==> src/design/snapshot_version_store_unit_macros.svh <==
// Assertion macros used by the snapshot version store controller.
`ifndef SNAPSHOT_VERSION_STORE_UNIT_MACROS_SVH
`define SNAPSHOT_VERSION_STORE_UNIT_MACROS_SVH

// Same-cycle implication, checked on every rising edge outside reset.
`define SVS_ASSERT_IMP(label, ante, cons, msg) \
    label: assert property (@(posedge clk) disable iff (!rst_n) (ante) |-> (cons)) \
        else $error(msg);

// Next-cycle implication, checked on every rising edge outside reset.
`define SVS_ASSERT_NXT(label, ante, cons, msg) \
    label: assert property (@(posedge clk) disable iff (!rst_n) (ante) |=> (cons)) \
        else $error(msg);

`endif

==> src/design/svs_pkg.sv <==
// Shared constants and controller/datapath types for the snapshot version store.
`default_nettype none
package svs_pkg;

    localparam int REPLICAS_DEF = 4;
    localparam int VERSIONS_DEF = 16;

    localparam logic [2:0] ST_INSERTED = 3'd0;
    localparam logic [2:0] ST_DROPPED  = 3'd1;
    localparam logic [2:0] ST_REJECTED = 3'd2;
    localparam logic [2:0] ST_HIT      = 3'd3;
    localparam logic [2:0] ST_MISS     = 3'd4;

    localparam logic OP_INSERT = 1'b0;
    localparam logic OP_READ   = 1'b1;

    typedef struct packed {
        logic capture;
        logic ins_commit;
        logic scan_clear;
        logic scan_next_rep;
        logic scan_eval;
        logic out_load;
    } cmd_t;

    typedef struct packed {
        logic rep_done;
        logic rep_empty;
    } sts_t;

endpackage
`default_nettype wire

==> src/design/svs_ctrl.sv <==
// Controller: sequences inserts and snapshot scans and owns both handshakes.
`default_nettype none
`include "snapshot_version_store_unit_macros.svh"
module svs_ctrl (
    input  wire logic          clk,
    input  wire logic          rst_n,
    input  wire logic          in_valid,
    output logic               in_ready,
    input  wire logic          in_op,
    output logic               out_valid,
    input  wire logic          out_ready,
    output svs_pkg::cmd_t      cmd,
    input  wire svs_pkg::sts_t sts
);
    localparam logic [2:0] S_IDLE   = 3'd0;
    localparam logic [2:0] S_INS_RD = 3'd1;
    localparam logic [2:0] S_INS_WR = 3'd2;
    localparam logic [2:0] S_SCAN   = 3'd3;
    localparam logic [2:0] S_EVAL   = 3'd4;
    localparam logic [2:0] S_FIN    = 3'd5;

    logic [2:0] state_reg;
    logic [2:0] state_next;
    logic       out_valid_reg;
    logic       out_valid_next;
    logic       accept;
    logic       out_free;

    always_comb
    begin
        cmd            = '0;
        state_next     = state_reg;
        in_ready       = state_reg == S_IDLE;
        accept         = in_valid && in_ready;
        out_free       = !out_valid_reg || out_ready;
        out_valid_next = out_valid_reg && !out_ready;
        unique case (state_reg)
            S_IDLE:
            begin
                if (accept)
                begin
                    cmd.capture = 1'b1;
                    if (in_op == svs_pkg::OP_READ)
                    begin
                        cmd.scan_clear = 1'b1;
                        state_next     = S_SCAN;
                    end
                    else
                    begin
                        state_next = S_INS_RD;
                    end
                end
            end
            S_INS_RD:
            begin
                state_next = S_INS_WR;
            end
            S_INS_WR:
            begin
                cmd.ins_commit = 1'b1;
                state_next     = S_FIN;
            end
            S_SCAN:
            begin
                priority if (sts.rep_done)
                begin
                    state_next = S_FIN;
                end
                else if (sts.rep_empty)
                begin
                    cmd.scan_next_rep = 1'b1;
                end
                else
                begin
                    state_next = S_EVAL;
                end
            end
            S_EVAL:
            begin
                cmd.scan_eval = 1'b1;
                state_next    = S_SCAN;
            end
            S_FIN:
            begin
                if (out_free)
                begin
                    cmd.out_load   = 1'b1;
                    out_valid_next = 1'b1;
                    state_next     = S_IDLE;
                end
            end
            default:
            begin
                state_next = S_IDLE;
            end
        endcase
    end

    always_ff @(posedge clk or negedge rst_n)
    begin
        if (!rst_n)
        begin
            state_reg     <= S_IDLE;
            out_valid_reg <= 1'b0;
        end
        else
        begin
            state_reg     <= state_next;
            out_valid_reg <= out_valid_next;
        end
    end

    assign out_valid = out_valid_reg;

    `SVS_ASSERT_NXT(a_fin_loads, (state_reg == S_FIN) && out_free, out_valid_reg,
        "result not presented")
    `SVS_ASSERT_NXT(a_accept_busy, accept, state_reg != S_IDLE,
        "block idle after a transaction")
    `SVS_ASSERT_IMP(a_eval_after_scan, state_reg == S_EVAL, $past(state_reg) == S_SCAN,
        "eval without read")
    `SVS_ASSERT_IMP(a_one_cmd, 1'b1,
        $onehot0({cmd.ins_commit, cmd.scan_next_rep, cmd.scan_eval, cmd.out_load}),
        "command overlap")
endmodule
`default_nettype wire

==> config.mk <==
export PLATFORM = sky130hd
export DESIGN_NAME = svs_ctrl
export DESIGN_NICKNAME = d
export VERILOG_FILES = /design/src/design/svs_pkg.sv /design/src/design/svs_ctrl.sv
export VERILOG_INCLUDE_DIRS = /design/src /design/src/design
export SDC_FILE = /design/constraint.sdc
export NUM_CORES = 1
export LEC_CHECK = 0
export ABC_AREA = 0
export BUFFER_PORTS_ARGS = -buffer_cell sky130_fd_sc_hd__buf_2
export CAP_MARGIN = 20
export CORE_AREA = 2 2 39 41
export DETAILED_ROUTE_END_ITERATION = 10
export DIE_AREA = 0 0 41 43
export SETUP_SLACK_MARGIN = 0.15
export SLEW_MARGIN = 20
export SYNTH_ARGS = -nofsm -noshare
export SYNTH_HDL_FRONTEND = slang
export SYNTH_SLANG_ARGS = --single-unit
==> constraint.sdc <==
create_clock -name clk -period 1 [get_ports clk]
set_input_delay 0.2 -clock clk [delete_from_list [all_inputs] [get_ports clk]]
set_output_delay 0.2 -clock clk [all_outputs]
set_load 0.005 [all_outputs]
======== Word level (Yosys, flattened, before mapping) ========
Index checks and enable logic that the tools add are counted.
operators by class
  equal/unequal tests ..................... 8
  muxes and demuxes ....................... 20
  reduce and logical (&&, ||, !) cells .... 7
operators with widths
  kind                                                    number
  one-hot mux 3 bit (6 select lines)                      1
  two-way mux 1 bit                                       14
  two-way mux 3 bit                                       4
  == test 3 x 2 -> 1 bit (second input constant)          2
  == test 3 bit (second input constant)                   2
  == test 3 x 1 -> 1 bit (second input constant)          1
  zero test 3 bit                                         1
  inequality test 3 bit (second input constant)           1
  AND reduction 3 bit                                     1
  logical AND 1 bit                                       2
  zero test 1 bit                                         2
  two-way mux 2 bit                                       1
  inequality test 2 x 1 -> 1 bit (second input constant)  1
  inequality test 2 bit (second input constant)           1
  logical OR 1 bit                                        1
word-level totals
  register bits ........................... 4
  input port bits ......................... 7
  output and inout port bits .............. 8
  word-level logic and storage cells ...... 37

======== Depth between registers and ports, before layout ========
  word-level depth ........................ 4
  gate-level depth with buffers ........... 4
  gate-level depth less buffers ........... 3

======== Worst setup path before layout ========
No wires, ideal clock.
  path kind ............................... reg2out
  start ................................... reg state_reg[0]
  end ..................................... out cmd[3] (netlist bit)
  arrival ................................. 0.898 ns
  required time ........................... 0.800 ns
  setup slack ............................. -0.098 ns
  cell stages (with the launch flop) ...... 4
  buffers on the path ..................... 1
  path through ............................ dfrtp_1 > buf_2 > nor3_2 > and3_1
RTL lines
  what                    RTL line         RTL
  from (decl)             svs_ctrl.sv:22   logic [2:0] state_reg;
  from (signal assigned)  svs_ctrl.sv:108  state_reg <= state_next;
  to (decl)               svs_ctrl.sv:12   output svs_pkg::cmd_t cmd,

==> impl_metrics.sql <==
INSERT INTO impl_metrics (metric_group, metric, value, unit) VALUES
('drt', 'drt_iter0_markers', '7', ''),
('synthesis', 'post_synth_num_cell_types', '22', ''),
('placed_design', 'port_buffers', '14', ''),
('drt', 'routed.top_layer', 'met4', ''),
('cts', 'clk_latency', '240', 'ps'),
('run_status', 'violations_in_the_final_reports', 'setup timing', ''),
('cts', 'cts_max_path_buffers', '2', ''),
('pwr', 'max_vdd_drop', '889', 'µV'),
('synthesis', 'yosys_warnings', '0', ''),
('run_status', 'status', 'finished with violations', ''),
('synthesis', 'netlist_top_cells_area', 'sky130_fd_sc_hd__dfrtp_1 (34%), sky130_fd_sc_hd__nand2b_4 (9.5%), sky130_fd_sc_hd__nor3_4 (5.6%)', ''),
('setup_path', 'worst_ep_arrival_time', '1150', 'ps'),
('cts', 'cts_made_buffers', '3', ''),
('drt', 'wl_met2', '404', 'µm'),
('pwr', 'switchingPower', '559', 'µW'),
('drt', 'finalWirelength', '758', 'µm'),
('sta', 'worst_pin_slew', '152', 'ps'),
('drt', 'final_antenna_net_count', '0', ''),
('synthesis', 'async_flop_share', '1.00', ''),
('placed_design', 'finalWeightedCongestion', '0.721', ''),
('drt', 'detail_route.first_pass.iterations', '3', ''),
('pwr', 'sequential_group_share_of_total_power', '0.245', ''),
('synthesis', 'synthesis.area_per_instance', '9.68', 'µm²'),
('die', 'placementRows', '14', ''),
('setup_path', 'timing.critical_path.required', '800', 'ps'),
('synthesis', 'post_synthesis_net_count', '37', ''),
('die', 'die-area', '1760', 'µm²'),
('pwr', 'power.share.switching', '0.366', ''),
('finish', 'final_layout_size_suffix_gt1_frac', '0.678', ''),
('die', 'initial_utilization', '0.210', ''),
('sta', 'final.min_clock_period', '1350', 'ps'),
('synthesis', 'yosysMostFrequentCell', 'sky130_fd_sc_hd__dfrtp_1', ''),
('cts', 'tritoncts_clock_tree', 'done', ''),
('setup_path', 'worstSetupStartpointType', 'flip-flop', ''),
('placed_design', 'place.detailed.hpwl', '576', 'µm'),
('finish', 'area.growth.synth_to_final', '83.6', '%'),
('sta', 'layout_worst_path_cycle_share', '1.35', ''),
('pwr', 'power_density', '2870', 'nW/µm²'),
('global_routing', 'grt_remaining_overflow', '0', ''),
('global_routing', 'maximum_number_of_pins_on_one_net_before_global_route_repair', '6', ''),
('finish', 'largest_register_ffs', '3', ''),
('sta', 'setup_violations', '10', ''),
('drt', 'route.detailed.wl_per_inst', '10.1', 'µm'),
('pwr', 'power.share.combinational', '0.610', ''),
('die', 'core', '1380', 'µm²'),
('setup_path', 'critical-path-slowest-cell', 'sky130_fd_sc_hd__dfrtp_2', ''),
('finish', 'postLayoutCoreUtil', '0.385', ''),
('placed_design', 'place_ws', '-176', 'ps'),
('sta', 'clock.fmax', '0.740', 'GHz'),
('worst_hold_path', 'timing.hold.worst_path_depth', '2', ''),
('sta', 'report.final.slew_viol_count', '0', ''),
('synthesis', 'synth_seq_cells', '4', ''),
('cts', 'cts_sinks', '4', ''),
('synthesis', 'post_synth_edffs', '0', ''),
('cts', 'clk_pin_slew_worst_paths', '40', 'ps'),
('drt', 'drcViolationCount', '0', ''),
('drt', 'post_dr_vias_cell', '4.25', ''),
('die', 'die_h', '43', 'µm'),
('pwr', 'share_clk_of_total_power', '0.145', ''),
('synthesis', 'synth.cell_area', '290', 'µm²'),
('sta', 'fin_ws', '-352', 'ps'),
('synthesis', 'post_synthesis_sequential_area_ratio', '0.345', ''),
('setup_path', 'crit_end_category', 'output pin', ''),
('setup_path', 'crit_path_max_incr_delay', '440', 'ps'),
('worst_hold_path', 'hold_class', 'in -> reg', ''),
('synthesis', 'synthDominantCellAreaShare', '0.345', ''),
('pwr', 'fin_total_pwr', '1530', 'µW'),
('global_routing', 'groute.usage.overall', '0.0999', ''),
('finish', 'finish.net_count', '67', ''),
('setup_path', 'critical_path_peak_fanout', '5', ''),
('sta', 'grt_setup_unrepaired', 'yes', '');
power groups by stage:
stage	combinational [µW]	clock, µW	sequential [µW]
after floorplan	507	0	305
after global placement	728	0	376
after detailed placement	738	0	381
after CTS	900	225	374
after global routing	1020	240	387
final	932	222	374
through the flow:
step	std cells	area, µm²
2_1_floorplan	30	304
3_3_place_gp	66	438
3_5_place_dp	66	438
4_1_cts	75	523
5_1_grt	75	533
6_report	75	533
final cells by class:
class / instances / area [µm²]
Tap cell: 16 / 20.0
Sequential cell: 4 / 104
Inverter: 2 / 7.51
Clock buffer: 4 / 26.3
Fill cell: 152 / 851
Multi-Input combinational cell: 22 / 190
Timing Repair Buffer: 27 / 185
kinds of logic (layout without fill, tap and decap cells):
group | count (synthesis) | in the layout | synth area share
and+or+nand+nor | 16 | 16 | 0.422
AOI/OAI and AO/OA | 6 | 6 | 0.151
DFF | 4 | 4 | 0.345
buffers and inverters | 4 | 33 | 0.0819
metal layers:
layer	up-vias	global-route usage
met5	-	0
li1	161	-
met1	150	0.131
met2	6	0.147
met4	0	0.0600
met3	2	0.0157
what timing repair did:
action | CTS | global route
hold buffers | 1 | 0
endpoints found under the hold margin | 4 | 0
gates resized for setup | 6 | 2
buffers inserted | 4 | 0
pin swaps | 7 | 4
endpoints found under the setup margin | 12 | 12
cloned | 0 | 0
layout by cell type, fill, tap and decap left out, drive strengths merged:
cell / netlist / final
nand2: 1 / 1
a221o: 1 / 1
nor3b: 1 / 1
dfrtp: 4 / 4
buf: 2 / 26
o21ai: 1 / 1
nor2: 3 / 3
and2b: 1 / 1
nor3: 3 / 3
inv: 2 / 2
and2: 1 / 1
a22oi: 1 / 1
dlygate4sd3: 0 / 1
o21a: 1 / 1
nand3b: 2 / 2
and3: 1 / 1
clkbuf: 0 / 4
nand2b: 3 / 3
a21oi: 2 / 2
final timing paths:
path,slack [ps],startpoint,end
max,-350,state_reg[1]$_DFFE_PN0P_,cmd[3]
max reg2reg,-280,state_reg[2]$_DFFE_PN0P_,state_reg[0]$_DFFE_PN0P_
min in group asynchronous,300,rst_n,out_valid$_DFF_PN0_
max in group asynchronous,560,rst_n,state_reg[0]$_DFFE_PN0P_
min reg2reg,530,out_valid$_DFF_PN0_,out_valid$_DFF_PN0_
min,150,out_ready,out_valid$_DFF_PN0_
critical path, delay by kind of cell (launching register included):
kind,cells,cell delay [ps]
and+or+nand+nor,2,370
buffers and inverters,1,110
DFF,1,440
No activity file was read; power rests on OpenSTA's default activity.
